[src/rtl/assert_macros.svh]
// Assertion macros shared by the block's RTL modules.
// Each macro expects signals named clk and rst_n in the module that uses it.
`ifndef ASSERT_MACROS_SVH
`define ASSERT_MACROS_SVH

// Property that must hold at every clock edge outside reset.
`define PLMVD_ASSERT(name, prop, msg) \
    name: assert property (@(posedge clk) disable iff (!rst_n) (prop)) \
        else $error(msg);

// Condition in a cycle implies a consequence in the next cycle.
`define PLMVD_ASSERT_NEXT(name, cond, conseq, msg) \
    name: assert property (@(posedge clk) disable iff (!rst_n) (cond) |=> (conseq)) \
        else $error(msg);

`endif

[src/rtl/plmvd_pkg.sv]
// Shared types, widths and codes for the packed triangular matrix-vector block.
// No dependencies; imported by every module of the block.
`timescale 1ns / 1ps

package plmvd_pkg;

    // Field widths of the words on the ports.
    localparam int VAL_W      = 32;
    localparam int FRAC_W     = 24;
    localparam int ACT_W      = 2;
    localparam int IDX_W      = 7;
    localparam int ROW_W      = 4;
    localparam int STAGE_W    = 5;
    localparam int ROWC_W     = 4;
    localparam int DERIV_W    = 7;
    localparam int CFG_IDX_W  = 2;
    localparam int CFG_DATA_W = 8;

    // Default matrix order.
    localparam int DEF_MAX_STAGES = 16;

    // Configuration reset values.
    localparam logic [STAGE_W-1:0] STAGE_COUNT_RST = 5'd16;
    localparam logic [ROWC_W-1:0]  ROW_COUNT_RST   = 4'd15;
    localparam logic [DERIV_W-1:0] DERIV_ENTRY_RST = 7'd127;

    // Configuration register indexes.
    localparam logic [CFG_IDX_W-1:0] CFG_STAGE_COUNT = 2'd0;
    localparam logic [CFG_IDX_W-1:0] CFG_ROW_COUNT   = 2'd1;
    localparam logic [CFG_IDX_W-1:0] CFG_DERIV_ENTRY = 2'd2;

    // Input word actions.
    typedef enum logic [ACT_W-1:0] {
        ACT_MAT_WR  = 2'd0,
        ACT_VEC_WR  = 2'd1,
        ACT_COMPUTE = 2'd2
    } action_t;

    // Controller states.
    typedef enum logic [1:0] {
        ST_IDLE,
        ST_RUN,
        ST_DRAIN
    } state_t;

    // Per-entry tags that travel down the datapath pipeline.
    typedef struct packed {
        logic             first;
        logic             row_end;
        logic             last;
        logic             hit;
        logic [ROW_W-1:0] row;
    } mac_tag_t;

    // Command from the controller to the datapath.
    typedef struct packed {
        logic     mat_we;
        logic     vec_we;
        logic     issue;
        mac_tag_t tag;
    } dp_cmd_t;

endpackage

[src/rtl/plmvd_ctrl.sv]
// Controller: configuration registers, input decode and the sequencer that
// walks the packed sub-triangle. Depends on plmvd_pkg.
`timescale 1ns / 1ps
`include "assert_macros.svh"

module plmvd_ctrl
    import plmvd_pkg::*;
#(
    parameter int MAX_STAGES = DEF_MAX_STAGES
)
(
    input  logic                  clk,
    input  logic                  rst_n,
    input  logic                  start,
    input  logic [ACT_W-1:0]      action,
    input  logic [IDX_W-1:0]      index,
    input  logic                  cfg_valid,
    input  logic [CFG_IDX_W-1:0]  cfg_index,
    input  logic [CFG_DATA_W-1:0] cfg_data,
    input  logic                  res_last,
    output logic                  busy,
    output logic                  cfg_ready,
    output dp_cmd_t               cmd,
    output logic [$clog2(MAX_STAGES*(MAX_STAGES-1)/2 > 1 ?
                         MAX_STAGES*(MAX_STAGES-1)/2 : 2)-1:0] rd_addr,
    output logic [$clog2(MAX_STAGES)-1:0] vec_addr
);

    localparam int MAT_DEPTH = MAX_STAGES * (MAX_STAGES - 1) / 2;
    localparam int MAW       = $clog2(MAT_DEPTH > 1 ? MAT_DEPTH : 2);
    localparam int VAW       = $clog2(MAX_STAGES);
    localparam int SCW       = $clog2(MAX_STAGES + 1);
    localparam int EW        = (SCW > STAGE_W) ? SCW : STAGE_W;
    localparam int TW        = 2 * VAW + 1;
    localparam int DW        = (MAW > DERIV_W) ? MAW : DERIV_W;
    localparam int MXW_R     = $clog2(MAT_DEPTH + 1);
    localparam int MXW       = (MXW_R > IDX_W) ? MXW_R : IDX_W;
    localparam int VXW_R     = $clog2(MAX_STAGES + 1);
    localparam int VXW       = (VXW_R > IDX_W) ? VXW_R : IDX_W;

    state_t               state_reg, state_next;
    logic [VAW-1:0]       i_reg, i_next;
    logic [VAW-1:0]       j_reg, j_next;
    logic [VAW-1:0]       rows_reg, rows_next;
    logic [VAW-1:0]       skp_reg, skp_next;
    logic [MAW-1:0]       addr_reg, addr_next;
    logic [STAGE_W-1:0]   stage_count_reg;
    logic [ROWC_W-1:0]    row_count_reg;
    logic [DERIV_W-1:0]   deriv_entry_reg;

    logic                 accept;
    logic [EW-1:0]        sc_raw, sc_c, sc_m1, rc_raw, rows_c, skp_c;
    logic [TW-1:0]        skp_t, tri_t;
    logic [MAW-1:0]       base_c;
    logic                 mat_in_range, vec_in_range;
    logic                 row_done, run_last;

    // Input word handshake and range checks for store writes.
    assign accept       = start && (state_reg == ST_IDLE);
    assign busy         = (state_reg != ST_IDLE);
    assign cfg_ready    = (state_reg == ST_IDLE);
    assign mat_in_range = (MXW'(index) < MXW'(MAT_DEPTH));
    assign vec_in_range = (VXW'(index) < VXW'(MAX_STAGES));

    // Clamp the order and row count, then find the first packed index.
    always_comb
    begin
        sc_raw = EW'(stage_count_reg);
        if (sc_raw < EW'(2))
            sc_c = EW'(2);
        else if (sc_raw > EW'(MAX_STAGES))
            sc_c = EW'(MAX_STAGES);
        else
            sc_c = sc_raw;
        sc_m1  = sc_c - EW'(1);
        rc_raw = EW'(row_count_reg);
        rows_c = (rc_raw > sc_m1) ? sc_m1 : rc_raw;
        skp_c  = sc_c - rows_c;
        skp_t  = TW'(skp_c);
        tri_t  = (skp_t * (skp_t + TW'(1))) >> 1;
        base_c = MAW'(tri_t - TW'(1));
    end

    assign row_done = (j_reg == i_reg);
    assign run_last = (i_reg == rows_reg - VAW'(1));

    // Command word to the datapath.
    always_comb
    begin
        cmd.mat_we      = accept && (action == ACT_MAT_WR) && mat_in_range;
        cmd.vec_we      = accept && (action == ACT_VEC_WR) && vec_in_range;
        cmd.issue       = (state_reg == ST_RUN);
        cmd.tag.first   = (j_reg == '0);
        cmd.tag.row_end = row_done;
        cmd.tag.last    = run_last;
        cmd.tag.hit     = (DW'(deriv_entry_reg) == DW'(addr_reg));
        cmd.tag.row     = ROW_W'(i_reg);
    end

    assign rd_addr  = addr_reg;
    assign vec_addr = j_reg;

    // Next state and counters of the sequencer.
    always_comb
    begin
        state_next = state_reg;
        i_next     = i_reg;
        j_next     = j_reg;
        rows_next  = rows_reg;
        skp_next   = skp_reg;
        addr_next  = addr_reg;
        unique case (state_reg)
            ST_IDLE:
            begin
                if (accept && (action == ACT_COMPUTE) && (rows_c != '0))
                begin
                    state_next = ST_RUN;
                    i_next     = '0;
                    j_next     = '0;
                    rows_next  = VAW'(rows_c);
                    skp_next   = VAW'(skp_c);
                    addr_next  = base_c;
                end
            end
            ST_RUN:
            begin
                if (row_done)
                begin
                    if (run_last)
                    begin
                        state_next = ST_DRAIN;
                    end
                    else
                    begin
                        // The next row starts skp entries past this row's end.
                        i_next    = i_reg + VAW'(1);
                        j_next    = '0;
                        addr_next = addr_reg + MAW'(skp_reg);
                    end
                end
                else
                begin
                    j_next    = j_reg + VAW'(1);
                    addr_next = addr_reg + MAW'(1);
                end
            end
            ST_DRAIN:
            begin
                if (res_last)
                    state_next = ST_IDLE;
            end
            default:
            begin
                state_next = ST_IDLE;
            end
        endcase
    end

    // State and counter registers.
    always_ff @(posedge clk or negedge rst_n)
    begin
        if (!rst_n)
        begin
            state_reg <= ST_IDLE;
            i_reg     <= '0;
            j_reg     <= '0;
            rows_reg  <= '0;
            skp_reg   <= '0;
            addr_reg  <= '0;
        end
        else
        begin
            state_reg <= state_next;
            i_reg     <= i_next;
            j_reg     <= j_next;
            rows_reg  <= rows_next;
            skp_reg   <= skp_next;
            addr_reg  <= addr_next;
        end
    end

    // Configuration registers; an unknown index writes nothing.
    always_ff @(posedge clk or negedge rst_n)
    begin
        if (!rst_n)
        begin
            stage_count_reg <= STAGE_COUNT_RST;
            row_count_reg   <= ROW_COUNT_RST;
            deriv_entry_reg <= DERIV_ENTRY_RST;
        end
        else if (cfg_valid && cfg_ready)
        begin
            unique case (cfg_index)
                CFG_STAGE_COUNT: stage_count_reg <= cfg_data[STAGE_W-1:0];
                CFG_ROW_COUNT:   row_count_reg   <= cfg_data[ROWC_W-1:0];
                CFG_DERIV_ENTRY: deriv_entry_reg <= cfg_data[DERIV_W-1:0];
                default:         ;
            endcase
        end
    end

    // The walk stays inside the lower triangle of computed rows.
    `PLMVD_ASSERT(a_walk_bounds, (state_reg != ST_RUN) || ((j_reg <= i_reg) && (i_reg < rows_reg)), "walk left the triangle")
    // The final result word ends the run in the following cycle.
    `PLMVD_ASSERT_NEXT(a_last_ends_run, res_last, state_reg == ST_IDLE, "run did not end after last row")

endmodule

[config.mk]
export PLATFORM = sky130hd
export DESIGN_NAME = plmvd_ctrl
export DESIGN_NICKNAME = d
export VERILOG_FILES = /design/src/rtl/plmvd_pkg.sv /design/src/rtl/plmvd_ctrl.sv
export VERILOG_INCLUDE_DIRS = /design/src /design/src/rtl
export SDC_FILE = /design/constraint.sdc
export NUM_CORES = 1
export LEC_CHECK = 0
export BUFFER_PORTS_ARGS = -buffer_cell sky130_fd_sc_hd__buf_2
export CORE_UTILIZATION = 40
export CTS_CLUSTER_DIAMETER = 200
export DETAILED_ROUTE_END_ITERATION = 10
export PLACE_DENSITY_LB_ADDON = 0.08
export SETUP_SLACK_MARGIN = 0.15
export SYNTH_ARGS = -nofsm -noshare
export SYNTH_HDL_FRONTEND = slang
export SYNTH_SLANG_ARGS = --single-unit
[constraint.sdc]
create_clock -name clk -period 10.1 [get_ports clk]
set_input_delay 2.02 -clock clk [delete_from_list [all_inputs] [get_ports clk]]
set_output_delay 2.02 -clock clk [all_outputs]
set_load 0.1 [all_outputs]
==> results.ini <==
[finish]
multiInputGateArea_mm2 = 0.00225
regArea_mm2 = 0.00104
nFillCells = 801
final_nets = 482
drive_above_1_share = 0.227
area_delta_synth_final_pct = 11.6
mostFrequentLayoutCells = buf_2, inv_1, nor2_1, ha_1, dfrtp_1
final_common_cell = buf_2
diodes = 0

[routing]
ant_nets = 0
drt_iter0_drc = 102
dr.pass1.iters = 4
routed_wl_um = 7590
via_per_inst = 5.08
vias = 2639
drc_errors = 0
post_drt_wl_per_cell_um = 14.6

[synth]
synthDistinctLibCells = 55
synthArstFlopShare = 1.00
synth_warnings = 0
avgSynthCellArea_um2 = 9.44
synth_area_mm2 = 0.00348
synthCells = 369
synth-edff-count = 0
syn_nets = 438
synthFlopType = dfrtp_1
synth_seq_area_share = 0.299
ys_seq_elements = 41

[setup_path]
cp-end-kind = register
crit_fanout = 10
cp_num_buf_inv = 6
critPathLaunchType = register
critPathMaxStageDelay_ns = 0.55
r2r_slack_ns = 1.84
slowest_stage = fa_1
worst_path_most_repeated_cell = inv_1
arrival_ns = 8.45
path_delay_family = adder cells
setup.worst_path.class = reg -> reg
worstPathRequired_ns = 10.28

[place]
hpwl_um = 6110
globalplace.congestion = 0.847
port_buffers = 43

[global_routing]
antenna_found_initial = 0
gr-max-usage-layer = met2
grt_pass1_wl_um = 12700
grt_use_met2 = 0.299
grt_use_total = 0.182
use_met3 = 0.0311
grt_pass1_vias = 2601
grt_max_degree = 42
grt-ovfl-total = 0
grtUsageMet1 = 0.251

[die]
pin_count = 48
core_area_mm2 = 0.00834
rows = 33
dieArea_mm2 = 0.00909
die_w_um = 95.3
start_util = 0.418
die_y_um = 95.3

[sta]
fin_skew_ns = 0.0193
rsz0062_at_grt = false
timing.fmax_ghz = 0.121
setup_viol = 0
maxSlewHeadroom = 0.364
period_minus_slack_ns = 8.26
setup-tns-final_ns = 0
tightest_slew_ns = 0.953
finalHoldViolCount = 0
maxSlewViolCount = 0
timing.final.crit_share = 0.818

[cts]
ctsHoldBuffers = 0
cts_buffers = 5
cts-root-buf = clkbuf_8
clockBufferDepth = 2
post_cts_resized = 0
cts_tree = done
cts_setup_buffers = 0
path_clk_slew_ns = 0.08
clkLatencyLatePin_ns = 0.30
numClockSinks = 41
htreeDepth = 2

[run_status]
outcome = complete, no violations

[job]
drv_cap = 0

[hold_path]
worstHoldPathType = reg -> reg

## Yosys cell counts (all sizes together), types with 7 or more instances
cell     n  area share
nor3     8       0.013
nand3   11       0.016
mux2    18       0.058
nor2    33       0.036
dfrtp   29        0.21
a21oi   16       0.024
nor2b    7       0.014
o21ai   22       0.032
dfstp   12       0.091
nand2b  10       0.018
fa      12       0.069
ha      33        0.12
nand2   24       0.026
xor2    16       0.040
xnor2   20       0.050
inv     38       0.041
## cells by family (layout without fill, tap and decap cells)
group,count (synthesis),count (layout),synth area share
fa+ha+maj,45,45,0.188
mux,19,19,0.0611
flops,41,41,0.299
compound gates,58,58,0.107
simple gates,122,122,0.188
xor+xnor,38,38,0.104
buf+inv,46,91,0.0546
## layer usage
layer	vias to the layer above	part of all wire
li1	1338	-
met1	1249	0.49
met2	47	0.46
met3	5	0.034
met4	0	0.0090
met5	-	0
## final cells by class
cell class / count / share of cell area
multi-input cells: 282 / 0.579
well taps: 105 / 0.0338
clock buffers: 7 / 0.0222
repair buffers: 44 / 0.0573
flip-flops and latches: 41 / 0.268
inverters: 39 / 0.0377
clock inverters: 1 / 0.00193
## per-stage QoR
step                setup WS [ns]  hold slack, ns  area (um^2)  instances   util
finish                       1.84           0.489         3890        519  0.466
global route                 1.06           0.502         3890        519  0.466
CTS                          1.81           0.492         3890        519  0.466
detailed placement           1.83           0.473         3790        511  0.455
global placement             1.83           0.460         3790        511  0.455
floorplan                    2.82           0.441         3480        369      -
## tightest hold or removal path: stages, from the launching register on
cell     delay (ns)
dfrtp_1        0.35
nand2_1        0.05
o21ai_0        0.06
## worst paths after layout
check / from / to / depth (start not counted)
min in group asynchronous: rst_n / rd_addr[1] / 1
max reg2reg: sc_raw[2] / rd_addr[6] / 31
max in group asynchronous: rst_n / rows_reg[3] / 1
min reg2reg: skp_reg[0] / skp_reg[0] / 2
min: skp_reg[0] / skp_reg[0] / 2
max: sc_raw[2] / rd_addr[6] / 31
Power is not shown: default switching activity piles up to over one toggle a cycle in this logic, so the estimate is an artifact.
